### src/rtl/edd_pkg.sv
`timescale 1ns / 1ps

package edd_pkg;

    localparam int MAX_WIDTH  = 1024;
    localparam int MAX_HEIGHT = 1024;

    localparam int COL_W  = (MAX_WIDTH > 1) ? $clog2(MAX_WIDTH) : 1;
    localparam int ROW_W  = (MAX_HEIGHT > 1) ? $clog2(MAX_HEIGHT) : 1;
    localparam int CFG_W  = 11;
    localparam int CFG_IDX_W = 1;
    localparam int GRAY_W = 8;
    localparam int ERR_W  = 11;
    localparam int SUM_W  = ERR_W + 2;
    localparam int PROD_W = ERR_W + 4;

    localparam int THRESHOLD   = 127;
    localparam int WHITE_LEVEL = 255;
    localparam int ERR_MAX     = (1 << (ERR_W - 1)) - 1;
    localparam int ERR_MIN     = -(1 << (ERR_W - 1));

    localparam logic [2:0] SHARE_RIGHT      = 3'd7;
    localparam logic [2:0] SHARE_BELOW_LEFT = 3'd3;
    localparam logic [2:0] SHARE_BELOW      = 3'd5;
    localparam logic [2:0] SHARE_DIAG       = 3'd1;

    typedef logic [CFG_IDX_W-1:0] cfg_idx_t;
    typedef logic [CFG_W-1:0] cfg_data_t;

    localparam cfg_idx_t REG_IMAGE_WIDTH  = 1'd0;
    localparam cfg_idx_t REG_IMAGE_HEIGHT = 1'd1;

    localparam cfg_data_t WIDTH_RESET  = 11'd128;
    localparam cfg_data_t HEIGHT_RESET = 11'd64;

    typedef logic [COL_W-1:0] col_t;
    typedef logic [ROW_W-1:0] row_t;
    typedef logic [GRAY_W-1:0] gray_t;
    typedef logic signed [ERR_W-1:0] err_t;
    typedef logic signed [SUM_W-1:0] sum_t;

    typedef struct packed {
        gray_t gray;
        col_t  col;
        logic  first_col;
        logic  last_col;
        logic  first_row;
        logic  last_row;
    } stage_t;

    typedef struct packed {
        logic en;
        col_t addr;
        err_t data;
    } lb_write_t;

    function automatic col_t last_col_index(input cfg_data_t v);
        if (v == '0)
            return '0;
        else if (int'(v) > MAX_WIDTH)
            return col_t'(MAX_WIDTH - 1);
        else
            return col_t'(v - CFG_W'(1));
    endfunction

    function automatic row_t last_row_index(input cfg_data_t v);
        if (v == '0)
            return '0;
        else if (int'(v) > MAX_HEIGHT)
            return row_t'(MAX_HEIGHT - 1);
        else
            return row_t'(v - CFG_W'(1));
    endfunction

    function automatic err_t sat_err(input sum_t v);
        if (v > SUM_W'(ERR_MAX))
            return err_t'(ERR_MAX);
        else if (v < SUM_W'(ERR_MIN))
            return err_t'(ERR_MIN);
        else
            return err_t'(v);
    endfunction

    // err * k / 16, truncated toward zero
    function automatic err_t share(input err_t e, input logic [2:0] k);
        logic signed [PROD_W-1:0] prod;
        logic signed [PROD_W-1:0] biased;
        prod   = PROD_W'(e) * PROD_W'(signed'({1'b0, k}));
        biased = prod[PROD_W-1] ? prod + PROD_W'(15) : prod;
        return err_t'(biased >>> 4);
    endfunction

endpackage

### src/rtl/edd_result_if.sv
`timescale 1ns / 1ps

interface edd_result_if;
    logic valid;
    logic ready;
    logic pixel_white;
    logic frame_end;

    modport source (output valid, output pixel_white, output frame_end, input ready);
    modport sink (input valid, input pixel_white, input frame_end, output ready);
endinterface

### src/rtl/edd_diffuse.sv
`timescale 1ns / 1ps

module edd_diffuse
    import edd_pkg::*;
(
    input  logic          clk,
    input  logic          rst_n,
    input  logic          stage_valid,
    input  stage_t        stage,
    input  err_t          above_raw,
    output logic          advance,
    output lb_write_t     lb_wr,
    edd_result_if.source  results
);

    err_t right_carry_reg;
    err_t diag_carry_reg;
    err_t pending_below_reg;
    logic defer_valid_reg;
    col_t defer_addr_reg;
    err_t defer_data_reg;
    logic out_valid_reg;
    logic pixel_white_reg;
    logic frame_end_reg;

    err_t left;
    err_t above;
    err_t part_prev;
    err_t diag;
    err_t corrected;
    logic white;
    err_t err;
    err_t below_left_val;
    err_t below_val;
    logic main_we;
    logic edge_we;
    logic lb_busy;

    // a one-column row right after a deferred write waits for the write port
    assign lb_busy = defer_valid_reg && stage.first_col && stage.last_col;
    assign advance = stage_valid && !lb_busy && (!out_valid_reg || results.ready);

    always_comb
    begin
        left      = stage.first_col ? '0 : right_carry_reg;
        above     = stage.first_row ? '0 : above_raw;
        part_prev = stage.first_col ? '0 : pending_below_reg;
        diag      = stage.first_col ? '0 : diag_carry_reg;
        corrected = sat_err(SUM_W'(signed'({1'b0, stage.gray})) + SUM_W'(left)
                            + SUM_W'(above));
        white     = corrected > err_t'(THRESHOLD);
        err       = white ? corrected - err_t'(WHITE_LEVEL) : corrected;
        below_left_val = sat_err(SUM_W'(part_prev)
                                 + SUM_W'(share(err, SHARE_BELOW_LEFT)));
        below_val      = sat_err(SUM_W'(diag) + SUM_W'(share(err, SHARE_BELOW)));
        main_we   = advance && !stage.last_row && !stage.first_col;
        edge_we   = advance && !stage.last_row && stage.first_col && stage.last_col;
    end

    // end-of-row entry goes out in the following cycle, when the column-zero pixel writes nothing
    // a one-column row writes its own entry at once
    always_comb
    begin
        if (main_we)
        begin
            lb_wr.en   = 1'b1;
            lb_wr.addr = stage.col - COL_W'(1);
            lb_wr.data = below_left_val;
        end
        else if (edge_we)
        begin
            lb_wr.en   = 1'b1;
            lb_wr.addr = stage.col;
            lb_wr.data = below_val;
        end
        else
        begin
            lb_wr.en   = defer_valid_reg;
            lb_wr.addr = defer_addr_reg;
            lb_wr.data = defer_data_reg;
        end
    end

    always_ff @(posedge clk or negedge rst_n)
    begin
        if (!rst_n)
        begin
            right_carry_reg   <= '0;
            diag_carry_reg    <= '0;
            pending_below_reg <= '0;
            defer_valid_reg   <= 1'b0;
            out_valid_reg     <= 1'b0;
        end
        else
        begin
            defer_valid_reg <= advance && stage.last_col && !stage.last_row
                               && !stage.first_col;
            if (advance)
            begin
                right_carry_reg   <= stage.last_col ? '0 : share(err, SHARE_RIGHT);
                diag_carry_reg    <= stage.last_col ? '0 : share(err, SHARE_DIAG);
                pending_below_reg <= (stage.last_col || stage.last_row) ? '0 : below_val;
                out_valid_reg     <= 1'b1;
            end
            else if (results.ready)
            begin
                out_valid_reg <= 1'b0;
            end
        end
    end

    always_ff @(posedge clk)
    begin
        if (advance)
        begin
            defer_addr_reg  <= stage.col;
            defer_data_reg  <= below_val;
            pixel_white_reg <= white;
            frame_end_reg   <= stage.last_col && stage.last_row;
        end
    end

    assign results.valid       = out_valid_reg;
    assign results.pixel_white = pixel_white_reg;
    assign results.frame_end   = frame_end_reg;

    a_single_write: assert property (@(posedge clk) disable iff (!rst_n)
        !((main_we || edge_we) && defer_valid_reg))
        else $error("line buffer write collision");

    a_defer_once: assert property (@(posedge clk) disable iff (!rst_n)
        defer_valid_reg |=> !defer_valid_reg)
        else $error("deferred write lasted more than one cycle");

    a_result_loaded: assert property (@(posedge clk) disable iff (!rst_n)
        advance |=> out_valid_reg)
        else $error("result not presented after pixel completed");

    a_defer_first_col: assert property (@(posedge clk) disable iff (!rst_n)
        (defer_valid_reg && stage_valid) |-> stage.first_col || !advance)
        else $error("deferred write overlaps a non-first column pixel");

endmodule

### src/flat_wrapper.sv
// flat-port wrapper written by rule: the top's interface ports become plain ports
module edd_diffuse_flat import edd_pkg::*;
  (clk, rst_n, stage_valid, stage, above_raw, advance, lb_wr, results_valid, results_pixel_white, results_frame_end, results_ready);
  edd_result_if results_i ();
  input  logic clk;
  input  logic rst_n;
  input  logic stage_valid;
  input  stage_t stage;
  input  err_t above_raw;
  output logic advance;
  output lb_write_t lb_wr;
  output wire logic [$bits(results_i.valid)-1:0] results_valid;
  output wire logic [$bits(results_i.pixel_white)-1:0] results_pixel_white;
  output wire logic [$bits(results_i.frame_end)-1:0] results_frame_end;
  input wire logic [$bits(results_i.ready)-1:0] results_ready;
  assign results_valid = results_i.valid;
  assign results_pixel_white = results_i.pixel_white;
  assign results_frame_end = results_i.frame_end;
  assign results_i.ready = results_ready;
  edd_diffuse u_core (.clk(clk), .rst_n(rst_n), .stage_valid(stage_valid), .stage(stage), .above_raw(above_raw), .advance(advance), .lb_wr(lb_wr), .results(results_i));
endmodule
### config.mk
export PLATFORM = sky130hd
export DESIGN_NAME = edd_diffuse_flat
export DESIGN_NICKNAME = d
export VERILOG_FILES = /design/src/rtl/edd_pkg.sv /design/src/rtl/edd_result_if.sv /design/src/rtl/edd_diffuse.sv /design/src/flat_wrapper.sv
export SDC_FILE = /design/constraint.sdc
export NUM_CORES = 1
export LEC_CHECK = 0
export CAP_MARGIN = 25
export CORE_ASPECT_RATIO = 1.1
export CORE_MARGIN = 2
export CORE_UTILIZATION = 68
export CTS_BUF_LIST = sky130_fd_sc_hd__clkbuf_4
export CTS_CLUSTER_SIZE = 14
export DETAILED_ROUTE_END_ITERATION = 7
export DONT_BUFFER_PORTS = 1
export PLACE_DENSITY = 0.87
export SYNTH_ARGS = -nofsm -noshare
export SYNTH_HDL_FRONTEND = slang
export SYNTH_SLANG_ARGS = --single-unit
### constraint.sdc
create_clock -name clk -period 16.85 [get_ports clk]
set_input_delay 1.685 -clock clk [delete_from_list [all_inputs] [get_ports clk]]
set_output_delay 1.685 -clock clk [all_outputs]
set_load 0.005 [all_outputs]
* Word level (Yosys, flattened, before mapping)
Index checks and enable logic that the tools add are counted.
** Word-level totals
- Bits in registers :: 58
- Bits of input ports :: 37
- Logic and storage cells :: 70
- Output and inout bits :: 26
** Cells by class
- $lt $le $gt $ge :: 7
- Reductions and logical operators :: 19
- $mul :: 3
- Add/sub/neg operators :: 10
- Multiplexer cells :: 22
** Operators with widths (number)
- two-way mux 11 bit :: 14
- two-way mux 15 bit :: 4
- adder 15 x 5 -> 15 bit, second input constant :: 3
- two-way mux 22 bit :: 2
- greater-than comparator 13 x 11 -> 1 bit, second input constant :: 3
- less-than comparator 13 x 11 -> 1 bit, second input constant :: 3
- multiplier 11 x 4 -> 15 bit, second input constant :: 2
- adder 11 x 11 -> 12 bit :: 2
- multiplier 11 x 3 -> 14 bit, second input constant :: 1
- adder 12 x 11 -> 13 bit :: 1
- adder 11 x 5 -> 12 bit, second input constant :: 1
- adder 9 x 11 -> 12 bit :: 1
- logical AND 1 bit :: 12
- greater-than comparator 11 x 8 -> 1 bit, second input constant :: 1
- subtractor 11 x 9 -> 11 bit, second input constant :: 1
- subtractor 10 x 1 -> 10 bit, second input constant :: 1
- zero test 1 bit :: 4
- logical OR 1 bit :: 2
- two-way mux 1 bit :: 2
- nonzero test 2 bit :: 1

* Depth between registers and ports, before layout
Gate-level depths: netlist (run 1).
- Depth after elaboration :: 17
- Mapped depth :: 51
- Gate-level depth less buffers :: 48

* Worst setup path before layout (run 1)
Ideal clock, no wire load.
- Path kind :: input port to output port
- From :: input stage[3] (netlist bit)
- To :: output lb_wr[0] (netlist bit)
- Buffers on the path :: 2
- Data required time :: 15.165 ns
- Slack :: 3.931 ns
- Arrival :: 11.234 ns
- Stages on the path :: 50
- Path through :: clkbuf_1 clkbuf_1 nor2b_1 fa_1 ha_1 inv_1 fa_1 nor2b_1 o2111a_1 o31a_1 o21ai_1 a21oi_1 nor2_1 ha_1 nor4_4 o31ai_2 inv_1 nand4_1 [14 not listed] xnor2_1 nand2b_1 xnor2_1 ha_1 inv_1 fa_1 nor2b_1 o21ai_0 a21boi_0 o21ai_0 a21boi_0 o21ai_0 a21boi_0 o21ai_0 a32o_1 a21oi_1 o21ai_0 a221o_1
** RTL lines
- from (decl) :: line flat_wrapper.sv:8 : input stage_t stage;
- to (decl) :: line flat_wrapper.sv:11 : output lb_write_t lb_wr;

==> reports/metrics.yaml, run 1 <==
outcome: "finished, final reports clean"
path_common_cell: "o21ai_0"
ys_async_sr_fraction_pct: 58.18
hold_depth: 2
worstPathArrival_ns: 12.70
synth_nets: 1093
io_pins: 63
routabilityCongestion: 0.9546
netlist.top_cell.by_area: "ha_1"
worst-slew-pin-transition_ns: 0.9679
finalHoldViolCount: 0
grt_usage_pct: 30.94
hold_buffers: 0
ant_nets: 0
finalSetupViolCount: 0
numCtsBuffers: 5
grt.overflow.total: 0
drc: 0
ys.flop_type: "dfrtp_1"
fmax_ghz: 0.06950
endpoint_kind: "primary output"
reg2reg_to: "u_core.pending_below_reg[6]"
synthTopCellsByCount: "86 x ha_1, 81 x inv_1, 64 x nor2_1, 62 x o21ai_0, 62 x xnor2_1"
drive_gt1_share_pct: 4.957
clk_path_buf_depth: 2
cts_sinks: 55
clk_pin_slew_ns: 0.16
crit_required_ns: 15.16
cts_tree: "built"
die_w_um: 106.9
grt_max_degree: 47
slew_headroom_pct: 35.40
mappedNetlistArea_sq_um: 7923
design.core.area_sq_um: 11440
cp_slowest_cell: "fa_1"
num_rows: 41
holdWs_ns: 0.4979
synth_top_cell_area_share_pct: 13.58
synth_area_leaders: "ha_1 14%, dfrtp_1 10%, edfxtp_1 8.7%"
post_dp_cell_area_sq_um: 7980
routed_via_density: 6.635
fin_crit_sh_pct: 85.39
die_y_um: 117.2
synth_cell_types: 83
cts_root_buffer: "clkbuf_4"
io_buffers: 0
ctsHtreeMaxLevel: 2
critPathKind: "in2out"
avgSynthCellArea_sq_um: 8.357
nets: 1072
ys_ff_latch: 55
maxCapViolCount: 0
synth_edf_count: 23
r2r_setup_slack_ns: 5.65
drt-initial-drc-count: 651
hold_start: "u_core.diag_carry_reg[4]"
post-synth-top-count-cell: "ha_1"
die_area_sq_um: 12530
crit_path_start_kind: "input port"
max_stage_delay_ns: 0.51
grt_pass1_vias: 6655
rsz0062_at_grt: "no"
grt_pass1_wl_um: 31450
wire_per_inst_um: 18.07
fin_setup_tns_ns: 0
antenna_cells: 0
layout_min_cycle_time_ns: 14.39
yosysWarnings: 0
firstDrtPassIters: 5
antenna_found_initial: 0
final_cell_area_sq_um: 8050
routed-via-count: 7152
min_path_type: "reg2reg"
ys_seq_area_share_pct: 18.83
area_delta_synth_final_pct: 1.611
dp_hpwl_um: 15760
clock_latency_ns: 0.40
reg2reg_depth: 45
drt_wl_total_um: 19480
clock-skew-final_ns: 0.01386
post_cts_buffers: 0
worstPathMaxFanout: 11
initial_core_util_pct: 69.26
drv_slew: 0
timing.rr.start: "u_core.right_carry_reg[1]"
post_cts_resized: 0
syn_inst: 948
whs_endpoint: "u_core.diag_carry_reg[4]"
-- metal layers --
metal / vias up / share of wire (%) / global-route usage, %
met4: 0 / 2.3 / 10.04
met3: 45 / 6.3 / 3.488
met2: 284 / 48 / 54.48
met5: - / 0 / 0
met1: 3435 / 43 / 40.04
li1: 3388 / - / -
-- layout by cell type, fill, tap and decap left out, types with 12 or more instances in the layout --
cell type	instances
nand2b_1	14
nor2b_1	50
ha_1	86
nand2_1	54
xnor2_1	62
o21ai_0	62
fa_1	22
nor2_1	64
inv_1	81
nor3_1	16
o31ai_1	12
a21o_1	12
a21oi_1	55
nand3_1	21
edfxtp_1	23
dfrtp_1	32
a22o_1	27
xor2_1	25
-- through the flow --
stage	util, %	cells	setup slack (ns)
after floorplan	-	948	3.931
final	70.37	1078	2.461
after global routing	70.37	1078	1.632
after global placement	69.76	1069	2.922
after detailed placement	69.76	1069	2.634
after CTS	70.31	1077	2.637
-- cells by family after synthesis --
logic type	share of synthesized area (%)
DFF	18.83
AOI/OAI and AO/OA	27.05
adders and majority gates	19.14
xor gates and xnor gates	9.823
and+or+nand+nor	18.34
muxes	0.7739
buffers and inverters	6.049
-- how the worst max path moves through the flow --
stage	start	end	slack (ns)	depth (start not counted)
finish	above_raw[1]	lb_wr[8]	2.46	48
global route	above_raw[1]	lb_wr[2]	1.63	48
CTS	above_raw[1]	lb_wr[8]	2.64	48
detailed placement	above_raw[1]	lb_wr[8]	2.63	48
global placement	above_raw[1]	lb_wr[8]	2.92	48
floorplan	stage[3]	lb_wr[0]	3.93	50
-- worst max-delay path: cells and delay by family --
family	cells	cell delay (ns)
xor gates and xnor gates	2	0.54
adders and majority gates	7	2.44
and+or+nand+nor	9	1.78
buffers and inverters	5	0.47
AOI/OAI and AO/OA	25	5.80
-- layout make-up --
cell class	count	area, sq um
Timing Repair Buffer	6	45.04
Inverter	83	311.5
Clock inverter	3	25.02
Multi-Input combinational cell	776	5952
Sequential cell	55	1491
Fill cell	895	3390
Clock buffer	5	37.54
Tap cell	150	187.7
Power of run 1 is not shown: default switching activity piles up to over one toggle a cycle in this logic, so the estimate is an artifact.
==> run 2, diff against run 1 <==
Settings changed: ABC_AREA set to 1, CORE_MARGIN 2 to 3, PLACE_DENSITY 0.87 to not set, PLACE_DENSITY_LB_ADDON set to 0.08.
==> reports/metrics.yaml, run 2 <==
crit_path_start_kind: "input port"
cp_slowest_cell: "fa_1"
ys_ff_latch: 55
synth_area_leaders: "ha_1 14%, nand2_1 11%, dfrtp_1 10%"
syn_inst: 1149
cts_root_buffer: "clkbuf_4"
timing.rr.start: "u_core.right_carry_reg[1]"
die_area_sq_um: 12860
path_common_cell: "nand2_1"
nets: 1284
drt_wl_total_um: 18280
firstDrtPassIters: 8
io_buffers: 0
routabilityCongestion: 0.9282
min_path_type: "reg2reg"
netlist.top_cell.by_area: "ha_1"
ctsHtreeMaxLevel: 2
mappedNetlistArea_sq_um: 7841
drive_gt1_share_pct: 5.877
ys.flop_type: "dfrtp_1"
grt.overflow.total: 0
fmax_ghz: 0.07847
hold_buffers: 0
synth_top_cell_area_share_pct: 13.72
routed-via-count: 7086
clock-skew-final_ns: 0.008236
num_rows: 40
synth_edf_count: 23
cts_tree: "built"
ys_seq_area_share_pct: 19.02
cts_sinks: 55
reg2reg_to: "u_core.pending_below_reg[4]"
synth_cell_types: 55
finalHoldViolCount: 0
reg2reg_depth: 57
post_cts_resized: 0
fin_crit_sh_pct: 75.63
place_ws_ns: 4.268
hold_start: "u_core.right_carry_reg[0]"
layout_min_cycle_time_ns: 12.74
drt-initial-drc-count: 492
initial_core_util_pct: 70.57
hold_depth: 2
crit_required_ns: 15.16
synth_nets: 1294
clk_pin_slew_ns: 0.16
io_pins: 63
grt_pass1_wl_um: 30520
drv_slew: 0
setup_ws_ns: 4.106
worstPathMaxFanout: 14
r2r_setup_slack_ns: 7.04
worstPathArrival_ns: 11.06
clk_path_buf_depth: 2
drc: 0
grt_pass1_vias: 6529
endpoint_kind: "primary output"
avgSynthCellArea_sq_um: 6.824
grt_max_degree: 42
post-synth-top-count-cell: "nand2_1"
design.core.area_sq_um: 11110
grt_usage_pct: 29.04
area_delta_synth_final_pct: 2.026
outcome: "finished, final reports clean"
ys_async_sr_fraction_pct: 58.18
finalSetupViolCount: 0
fin_setup_tns_ns: 0
die_w_um: 108.4
dp_hpwl_um: 15230
wire_per_inst_um: 14.19
routed_via_density: 5.502
post_cts_buffers: 0
cp_top_family: "simple AND/OR/NAND/NOR gates"
numCtsBuffers: 5
ant_nets: 0
maxCapViolCount: 0
clock_latency_ns: 0.39
synthTopCellsByCount: "239 x nand2_1, 208 x inv_1, 127 x nor2_1, 86 x ha_1, 66 x nand3_1"
critPathKind: "in2out"
slew_headroom_pct: 43.11
rsz0062_at_grt: "no"
yosysWarnings: 0
final_common_cell: "nand2_1"
whs_endpoint: "u_core.right_carry_reg[0]"
die_y_um: 118.6
final_cell_mix: "239 x nand2_1, 208 x inv_1, 127 x nor2_1"
antenna_found_initial: 1
critPathBufInv: 7
worst-slew-pin-transition_ns: 0.8502
max_stage_delay_ns: 0.51
## run 2: cell count changes in the layout (fill, tap and decap cells not counted), sizes merged, moves of 11 or more
cell    delta
nand2    +207
nor2      +69
nand3     +53
xor2      +27
nor2b     -50
nand2b    -14
o31ai     -11
a21boi    -11
o21ai     -22
inv      +134
xnor2     -40
a22o      -27
## run 2: worst reg2reg max path: cells and delay by family, from the launching register on
family / cells / cell delay, ns
AOI/OAI and AO/OA: 14 / 2.60
xor gates and xnor gates: 2 / 0.43
adders and majority gates: 7 / 2.36
buffers and inverters: 7 / 0.68
DFF: 1 / 0.39
and+or+nand+nor: 27 / 3.25
## run 2: worst max path at each step
stage | endpoint | cells past startpoint | slack (ns) | from
CTS | lb_wr[9] | 57 | 4.24 | above_raw[1]
floorplan | lb_wr[8] | 61 | 5.15 | stage[3]
detailed placement | lb_wr[7] | 57 | 4.27 | above_raw[1]
finish | lb_wr[9] | 57 | 4.11 | above_raw[1]
global route | lb_wr[8] | 56 | 3.04 | stage[3]
global placement | lb_wr[8] | 55 | 4.48 | above_raw[1]
## run 2: layout make-up
cell class,instances,area (sq um)
Clock inverter,3,22.52
Multi-Input combinational cell,857,5429
Clock buffer,5,37.54
Timing Repair Buffer,2,15.01
Antenna cell,1,2.502
Tap cell,147,183.9
Sequential cell,55,1491
Fill cell,995,3110
Inverter,218,818.3
## run 2: through the flow
stage	instance area (sq um)	instances	util, %	hold slack, ns
5_1_grt	8000	1288	72.00	0.5336
3_3_place_gp	7930	1278	71.37	0.4622
6_report	8000	1288	72.00	0.5056
4_1_cts	7998	1287	71.98	0.5074
3_5_place_dp	7938	1279	71.44	0.4703
2_1_floorplan	7841	1149	-	0.4488
## run 2: metal layers
| metal | vias up | GRT usage (%) | share of wire, % |
|---|---|---|---|
| met1 | 3207 | 39.58 | 46 |
| met4 | 0 | 8.287 | 2.5 |
| li1 | 3658 | - | - |
| met5 | - | 0 | 0 |
| met3 | 27 | 2.567 | 4.9 |
| met2 | 194 | 49.03 | 47 |
## run 2: kinds of logic (layout without fill, tap and decap cells)
logic type / count (synthesis) / count (layout) / share of synthesized area [%]
xor gates and xnor gates: 75 / 75 / 8.473
AOI/OAI and AO/OA: 165 / 165 / 12.64
and+or+nand+nor: 509 / 509 / 28.79
other: 0 / 1 / 0
DFF: 55 / 55 / 19.02
adders and majority gates: 108 / 108 / 19.34
buffers and inverters: 237 / 228 / 11.74
Power of run 2 is left out for the same reason.
